===== config.mk =====
export PLATFORM = sky130hd
export DESIGN_NAME = eit_ctrl
export DESIGN_NICKNAME = d
export VERILOG_FILES = /design/src/hdl/eit_pkg.sv /design/src/hdl/eit_ctrl.sv
export SDC_FILE = /design/constraint.sdc
export NUM_CORES = 1
export LEC_CHECK = 0
export ABC_AREA = 1
export BUFFER_PORTS_ARGS = -buffer_cell sky130_fd_sc_hd__buf_2
export CORE_MARGIN = 4
export CORE_UTILIZATION = 33
export CTS_BUF_LIST = sky130_fd_sc_hd__clkbuf_4 sky130_fd_sc_hd__clkbuf_8
export DETAILED_ROUTE_END_ITERATION = 10
export GPL_ROUTABILITY_DRIVEN = 0
export PLACE_DENSITY = 0.69
export SYNTH_ARGS = -nofsm -noshare
export SYNTH_HDL_FRONTEND = slang
export SYNTH_SLANG_ARGS = --single-unit
export TNS_END_PERCENT = 100

===== constraint.sdc =====
create_clock -name clk -period 4.8 [get_ports clk]
set_clock_uncertainty 0.2 [all_clocks]
set_input_delay 0.96 -clock clk [delete_from_list [all_inputs] [get_ports clk]]
set_output_delay 0.96 -clock clk [all_outputs]
set_load 0.01 [all_outputs]

===== src/hdl/eit_pkg.sv =====
// Shared types and constants for the event interest table.
`timescale 1ns / 1ps
`default_nettype none
package eit_pkg;

  typedef enum logic [2:0] {
    CMD_ADD    = 3'd0,
    CMD_DEL    = 3'd1,
    CMD_MOD    = 3'd2,
    CMD_WAIT   = 3'd3,
    CMD_SETRDY = 3'd4
  } cmd_e;

  typedef enum logic [2:0] {
    ST_OK    = 3'd0,
    ST_BADF  = 3'd1,
    ST_EXIST = 3'd2,
    ST_FULL  = 3'd3,
    ST_INVAL = 3'd4,
    ST_NOENT = 3'd5
  } stat_e;

  localparam logic [4:0] EV_DEFINED = 5'h1D;
  localparam logic [6:0] WAIT_CAP   = 7'd64;
  localparam int         SLOT_W     = 106;

  typedef struct packed {
    logic       ready;
    logic       clr_wr;
    logic       scan_rst;
    logic       scan_inc;
    logic       slot_rd;
    logic       fd_rd;
    logic       note_free;
    logic       push_pend;
    logic       emit_last;
    logic       emit_stat;
    stat_e      stat_code;
    logic       slot_wr;
    logic       slot_wr_free;
    logic       set_active;
    logic       clr_active;
    logic       rdy_wr;
  } dp_cmd_t;

  typedef struct packed {
    logic       req_fire;
    logic       clr_done;
    logic [2:0] cmd;
    logic       fd_bad;
    logic       fd_open;
    logic       max_zero;
    logic       scan_end;
    logic       fd_match;
    logic       slot_act;
    logic       ev_hit;
    logic       have_free;
    logic       have_pend;
    logic       cnt_full;
    logic       out_free;
  } dp_stat_t;

endpackage
`default_nettype wire


===== src/hdl/eit_ctrl.sv =====
// Controller state machine sequencing slot scans and result emission.
`timescale 1ns / 1ps
`default_nettype none
module eit_ctrl (
  input  wire logic              clk,
  input  wire logic              rst,
  input  wire eit_pkg::dp_stat_t stat,
  output eit_pkg::dp_cmd_t       cmd
);
  typedef enum logic [3:0] {
    S_CLEAR, S_IDLE, S_DECODE, S_RD_SLOT, S_RD_FD, S_EVAL, S_ADD_FIN, S_WAIT_FIN, S_RESP
  } state_t;

  state_t         state, state_next;
  eit_pkg::stat_e resp_st, resp_st_next;

  always_comb begin
    state_next   = state;
    resp_st_next = resp_st;
    cmd          = '0;
    cmd.stat_code = resp_st;
    unique case (state)
      S_CLEAR: begin
        cmd.clr_wr = 1'b1;
        if (stat.clr_done) begin
          state_next = S_IDLE;
        end
      end
      S_IDLE: begin
        cmd.ready = 1'b1;
        if (stat.req_fire) begin
          state_next = S_DECODE;
        end
      end
      S_DECODE: begin
        cmd.scan_rst = 1'b1;
        state_next   = S_RD_SLOT;
        if (stat.cmd == eit_pkg::CMD_WAIT) begin
          if (stat.max_zero) begin
            resp_st_next = eit_pkg::ST_INVAL;
            state_next   = S_RESP;
          end
        end else if (stat.cmd == eit_pkg::CMD_SETRDY) begin
          state_next = S_RESP;
          if (stat.fd_bad) begin
            resp_st_next = eit_pkg::ST_BADF;
          end else begin
            cmd.rdy_wr   = 1'b1;
            resp_st_next = eit_pkg::ST_OK;
          end
        end else if (!stat.fd_open || stat.fd_bad) begin
          resp_st_next = eit_pkg::ST_BADF;
          state_next   = S_RESP;
        end
      end
      S_RD_SLOT: begin
        cmd.slot_rd = 1'b1;
        state_next  = S_RD_FD;
      end
      S_RD_FD: begin
        cmd.fd_rd  = 1'b1;
        state_next = S_EVAL;
      end
      S_EVAL: begin
        case (stat.cmd)
          eit_pkg::CMD_WAIT: begin
            if (stat.slot_act && stat.ev_hit) begin
              if (!stat.have_pend || stat.out_free) begin
                cmd.push_pend = 1'b1;
                if (stat.cnt_full || stat.scan_end) begin
                  state_next = S_WAIT_FIN;
                end else begin
                  cmd.scan_inc = 1'b1;
                  state_next   = S_RD_SLOT;
                end
              end
            end else if (stat.scan_end) begin
              state_next = S_WAIT_FIN;
            end else begin
              cmd.scan_inc = 1'b1;
              state_next   = S_RD_SLOT;
            end
          end
          eit_pkg::CMD_ADD: begin
            if (stat.fd_match) begin
              resp_st_next = eit_pkg::ST_EXIST;
              state_next   = S_RESP;
            end else begin
              cmd.note_free = !stat.slot_act && !stat.have_free;
              if (stat.scan_end) begin
                state_next = S_ADD_FIN;
              end else begin
                cmd.scan_inc = 1'b1;
                state_next   = S_RD_SLOT;
              end
            end
          end
          default: begin
            if (stat.fd_match) begin
              state_next = S_RESP;
              if (stat.cmd == eit_pkg::CMD_DEL) begin
                cmd.clr_active = 1'b1;
                resp_st_next   = eit_pkg::ST_OK;
              end else if (stat.cmd == eit_pkg::CMD_MOD) begin
                cmd.slot_wr  = 1'b1;
                resp_st_next = eit_pkg::ST_OK;
              end else begin
                resp_st_next = eit_pkg::ST_INVAL;
              end
            end else if (stat.scan_end) begin
              resp_st_next = eit_pkg::ST_NOENT;
              state_next   = S_RESP;
            end else begin
              cmd.scan_inc = 1'b1;
              state_next   = S_RD_SLOT;
            end
          end
        endcase
      end
      S_ADD_FIN: begin
        state_next = S_RESP;
        if (stat.have_free) begin
          cmd.slot_wr      = 1'b1;
          cmd.slot_wr_free = 1'b1;
          cmd.set_active   = 1'b1;
          resp_st_next     = eit_pkg::ST_OK;
        end else begin
          resp_st_next = eit_pkg::ST_FULL;
        end
      end
      S_WAIT_FIN: begin
        if (stat.out_free) begin
          state_next = S_IDLE;
          if (stat.have_pend) begin
            cmd.emit_last = 1'b1;
          end else begin
            cmd.emit_stat = 1'b1;
            cmd.stat_code = eit_pkg::ST_OK;
          end
        end
      end
      S_RESP: begin
        if (stat.out_free) begin
          cmd.emit_stat = 1'b1;
          state_next    = S_IDLE;
        end
      end
      default: state_next = S_IDLE;
    endcase
  end

  always_ff @(posedge clk) begin
    if (rst) begin
      state   <= S_CLEAR;
      resp_st <= eit_pkg::ST_OK;
    end else begin
      state   <= state_next;
      resp_st <= resp_st_next;
    end
  end

  a_ready_idle: assert property (@(posedge clk) disable iff (rst)
    cmd.ready |-> (state == S_IDLE))
    else $error("request taken outside idle");
  a_fire_decode: assert property (@(posedge clk) disable iff (rst)
    stat.req_fire |=> (state == S_DECODE))
    else $error("accepted request not decoded");
  a_one_emit: assert property (@(posedge clk) disable iff (rst)
    !(cmd.emit_stat && (cmd.emit_last || cmd.push_pend)))
    else $error("two result sources at once");
endmodule
`default_nettype wire


---- After elaboration in Yosys (flattened, before gate mapping) ----
Index checks and enable logic that the tools add are counted.
word-level totals
  register bits ........................... 7
  bits of input ports ..................... 18
  output and inout bits ................... 18
  logic and storage cells ................. 109
operators by class
  equality and inequality tests ........... 21
  mux-type cells .......................... 70
  reduce and logical (&&, ||, !) cells .... 16
operator list
  operator              count
  $mux W4               13
  $mux W3               14
  $mux W1               33
  $pmux W4 S8           1
  $eq A4 B3 Y1 const B  4
  $ne A3 B3 Y1 const B  3
  $pmux W3 S3           1
  $eq A4 B2 Y1 const B  2
  $ne A4 B4 Y1 const B  2
  $pmux W4 S2           1
  $eq A3 B2 Y1 const B  2
  $mux W2               3
  $ne A2 B2 Y1 const B  3
  $pmux W3 S2           1
  $reduce_and A6 Y1     1
  $mux W5               1
  $eq A4 B1 Y1 const B  1
  $eq A4 B4 Y1 const B  1
  $logic_not A1 Y1      4
  $logic_not A4 Y1      1
  $pmux W1 S2           2
  $reduce_and A4 Y1     1
  $reduce_or A2 Y1      2
  $eq A3 B1 Y1 const B  1
  other kinds (6)       9

---- Logic depth before layout (Yosys ltp) ----
  depth in word-level cells ............... 6
  gate-level depth with buffers ........... 9
  depth with buffers taken out ............ 9

---- Worst setup path before layout ----
Ideal clock, no wire load.
  kind .................................... input to output
  start point ............................. input stat[13] in the netlist's numbering
  end point ............................... output cmd[10] in the netlist's numbering
  data arrival time ....................... 1.832 ns
  data required time ...................... 3.640 ns
  slack ................................... 1.808 ns
  stages on the path ...................... 3
  buffers on the path ..................... 0
  cells stage by stage .................... inv_1 nand3_2 a2111oi_0
RTL lines
  item                line           RTL
  start: declaration  eit_ctrl.sv:7  input wire eit_pkg::dp_stat_t stat,
  end: declaration    eit_ctrl.sv:8  output eit_pkg::dp_cmd_t cmd

==> impl_metrics.py <==
metrics = {
    "status": {
        "outcome": "complete, no violations",
    },
    "critical_path": {
        "critical_path_class": "in -> out",
        "required_ns": 3.64,
        "crit_path_end_kind": "output port",
        "critPathMaxFanout": 6,
        "startpoint_type": "input pin",
        "arrival_ns": 2.03,
    },
    "placed_design": {
        "dpl.hpwl_mm": 1.854,
        "post-place-ws_ns": 1.619,
        "portBuffers": 35,
    },
    "sta": {
        "slew_viol_final": 0,
        "final_hold_viol_count": 0,
        "relSlewSlack_pct": 67.72,
        "holdWs_ns": 0.3165,
        "worst_pin_slew_ns": 0.4719,
        "period_share_pct": 66.39,
        "max_freq_ghz": 0.3138,
        "tns_ns": 0,
        "timing.final.ws_setup_ns": 1.613,
        "post-route-min-period_ns": 3.187,
        "rsz0062_at_grt": "false",
        "setup_violations": 0,
    },
    "clock_tree": {
        "clk_latency_ns": 0.25,
        "h-tree-depth": 1,
        "tritoncts": "yes",
        "postCtsSetupBuffers": 0,
        "cts.path.max_buffers": 2,
        "clk_pin_slew_ns": 0.05,
        "cts_buffers": 3,
        "ctsResizeCount": 0,
        "root_buffer": "clkbuf_4",
        "clock-sinks": 7,
        "postCtsHoldBufs": 0,
    },
    "logic_synthesis": {
        "synth_cell_type_count": 24,
        "synth.cell_area_um2": 807.0,
        "ys_seq_elements": 7,
        "syn_nets": 167,
        "avgSynthCellArea_um2": 5.416,
        "ys_warn_count": 0,
        "synth-seq-area-share_pct": 17.36,
        "synth_cells": 149,
    },
    "drt": {
        "drc": 0,
        "post_drt_wl_per_cell_um": 10.13,
        "vias": 1026,
        "wirelength_mm": 2.168,
        "drt_iter0_markers": 29,
        "drt-pass1-iter-count": 4,
        "vias_per_cell": 4.794,
        "postRouteAntennaNets": 0,
    },
    "cells_and_area": {
        "drive_gt1_share_pct": 29.03,
        "area_growth_pct": 27.44,
        "fin_nets": 205,
        "final_util_pct": 45.19,
        "num_antenna_cells": 0,
        "fill_cells": 247,
    },
    "pwr": {
        "power.density_nw_per_um2": 350.5,
        "power_leakage_nw": 0.6055,
        "vdd_ir_drop_max_mv": 0.2111,
    },
    "floorplan": {
        "io_pins": 36,
        "initial_core_util_pct": 35.46,
        "num_rows": 17,
        "die-area_um2": 3301,
        "coreArea_um2": 2276,
        "die_y_um": 57.45,
        "die_w_um": 57.45,
    },
    "global_routing": {
        "grt_usage_pct": 13.24,
        "grt_pass1_wl_mm": 3.588,
        "grt_pass1_vias": 872,
        "grt_overflow": 0,
        "grt_max_degree": 10,
        "antenna_found_initial": 0,
    },
    "min_path": {
        "min_path_type": "reg -> reg",
    },
    "run": {
        "max-cap-violations": 0,
    },
}
-- power by group --
part           switching [mW]  internal (mW)
Sequential             0.0202         0.0754
Clock                  0.0216         0.0374
Combinational           0.129         0.0767
Total                   0.171          0.190
-- path summary, 6_finish.rpt --
path | startpoint | end | slack (ns) | cells after the start
worst max register to register | state[1]$_SDFFE_PP0P_ | state[1]$_SDFFE_PP0P_ | 3.23 | 8
worst min register to register | state[2]$_SDFFE_PP0P_ | state[2]$_SDFFE_PP0P_ | 0.32 | 2
worst max-delay path | stat[13] | cmd[10] | 1.61 | 5
worst min-delay path | state[2]$_SDFFE_PP0P_ | state[2]$_SDFFE_PP0P_ | 0.32 | 2
-- layout by cell type (no fill, tap or decap), types with 2 or more instances in the layout --
cell      count
nand2_1      44
buf_2        35
nor2_1       26
inv_1        22
nand3_1      13
dfxtp_1       7
nand3_2       5
nor3_1        5
a21oi_1       5
clkbuf_4      4
inv_2         3
o21ai_0       3
nor2_4        2
nor2_2        2
-- Yosys cell counts (all sizes together) --
cell type	count	area [µm²]
nand4	1	6.260
or2	1	6.260
nor3	5	25.02
o22ai	1	6.260
o21bai	1	7.510
nor4	1	6.260
buf	2	18.77
a21oi	5	25.02
nand3	19	132.6
nor2	30	132.6
dfxtp	7	140.1
a2111oi	1	8.760
nand2	45	171.4
clkinv	1	3.750
inv	25	93.84
nand3b	1	7.510
o21ai	3	15.01
-- flip-flops by register name (all words and copies together), names as in the netlist --
register,cells
state,4
resp_st,3
-- layer usage --
layer | track usage [%] | share of wire, % | vias up
met2 | 21.94 | 48 | 30
li1 | - | - | 544
met1 | 17.49 | 45 | 448
met4 | 4.967 | 0.92 | 0
met3 | 1.357 | 6.2 | 4
met5 | 0 | 0 | -
-- through the flow --
step / cells / power (mW) / cell area, µm²
after floorplan: 149 / 0.2492 / 807.0
after global routing: 214 / 0.3983 / 1028
after global placement: 210 / 0.2989 / 998.5
after detailed placement: 210 / 0.3029 / 998.5
after CTS: 214 / 0.3646 / 1028
final: 214 / 0.3605 / 1028
-- layout make-up --
| type | instances | area (µm²) | area share (%) |
|---|---|---|---|
| multi-input cells | 114 | 550.5 | 53.53 |
| well taps | 28 | 35.03 | 3.406 |
| clock buffers | 4 | 30.03 | 2.920 |
| flip-flops and latches | 7 | 140.1 | 13.63 |
| repair buffers | 35 | 175.2 | 17.03 |
| inverters | 26 | 97.59 | 9.489 |
-- critical path: stages --
cell and delay (ns):
buf_2 0.10, inv_1 0.11, nand3_2 0.15, a2111oi_0 0.48
buf_2 0.22
-- cells by family after synthesis --
kind of cell | Yosys count | synth area share [%]
compound gates | 11 | 7.752
buf+inv | 28 | 14.42
flops | 7 | 17.36
simple gates | 103 | 60.47
No activity file was read; power rests on OpenSTA's default activity.
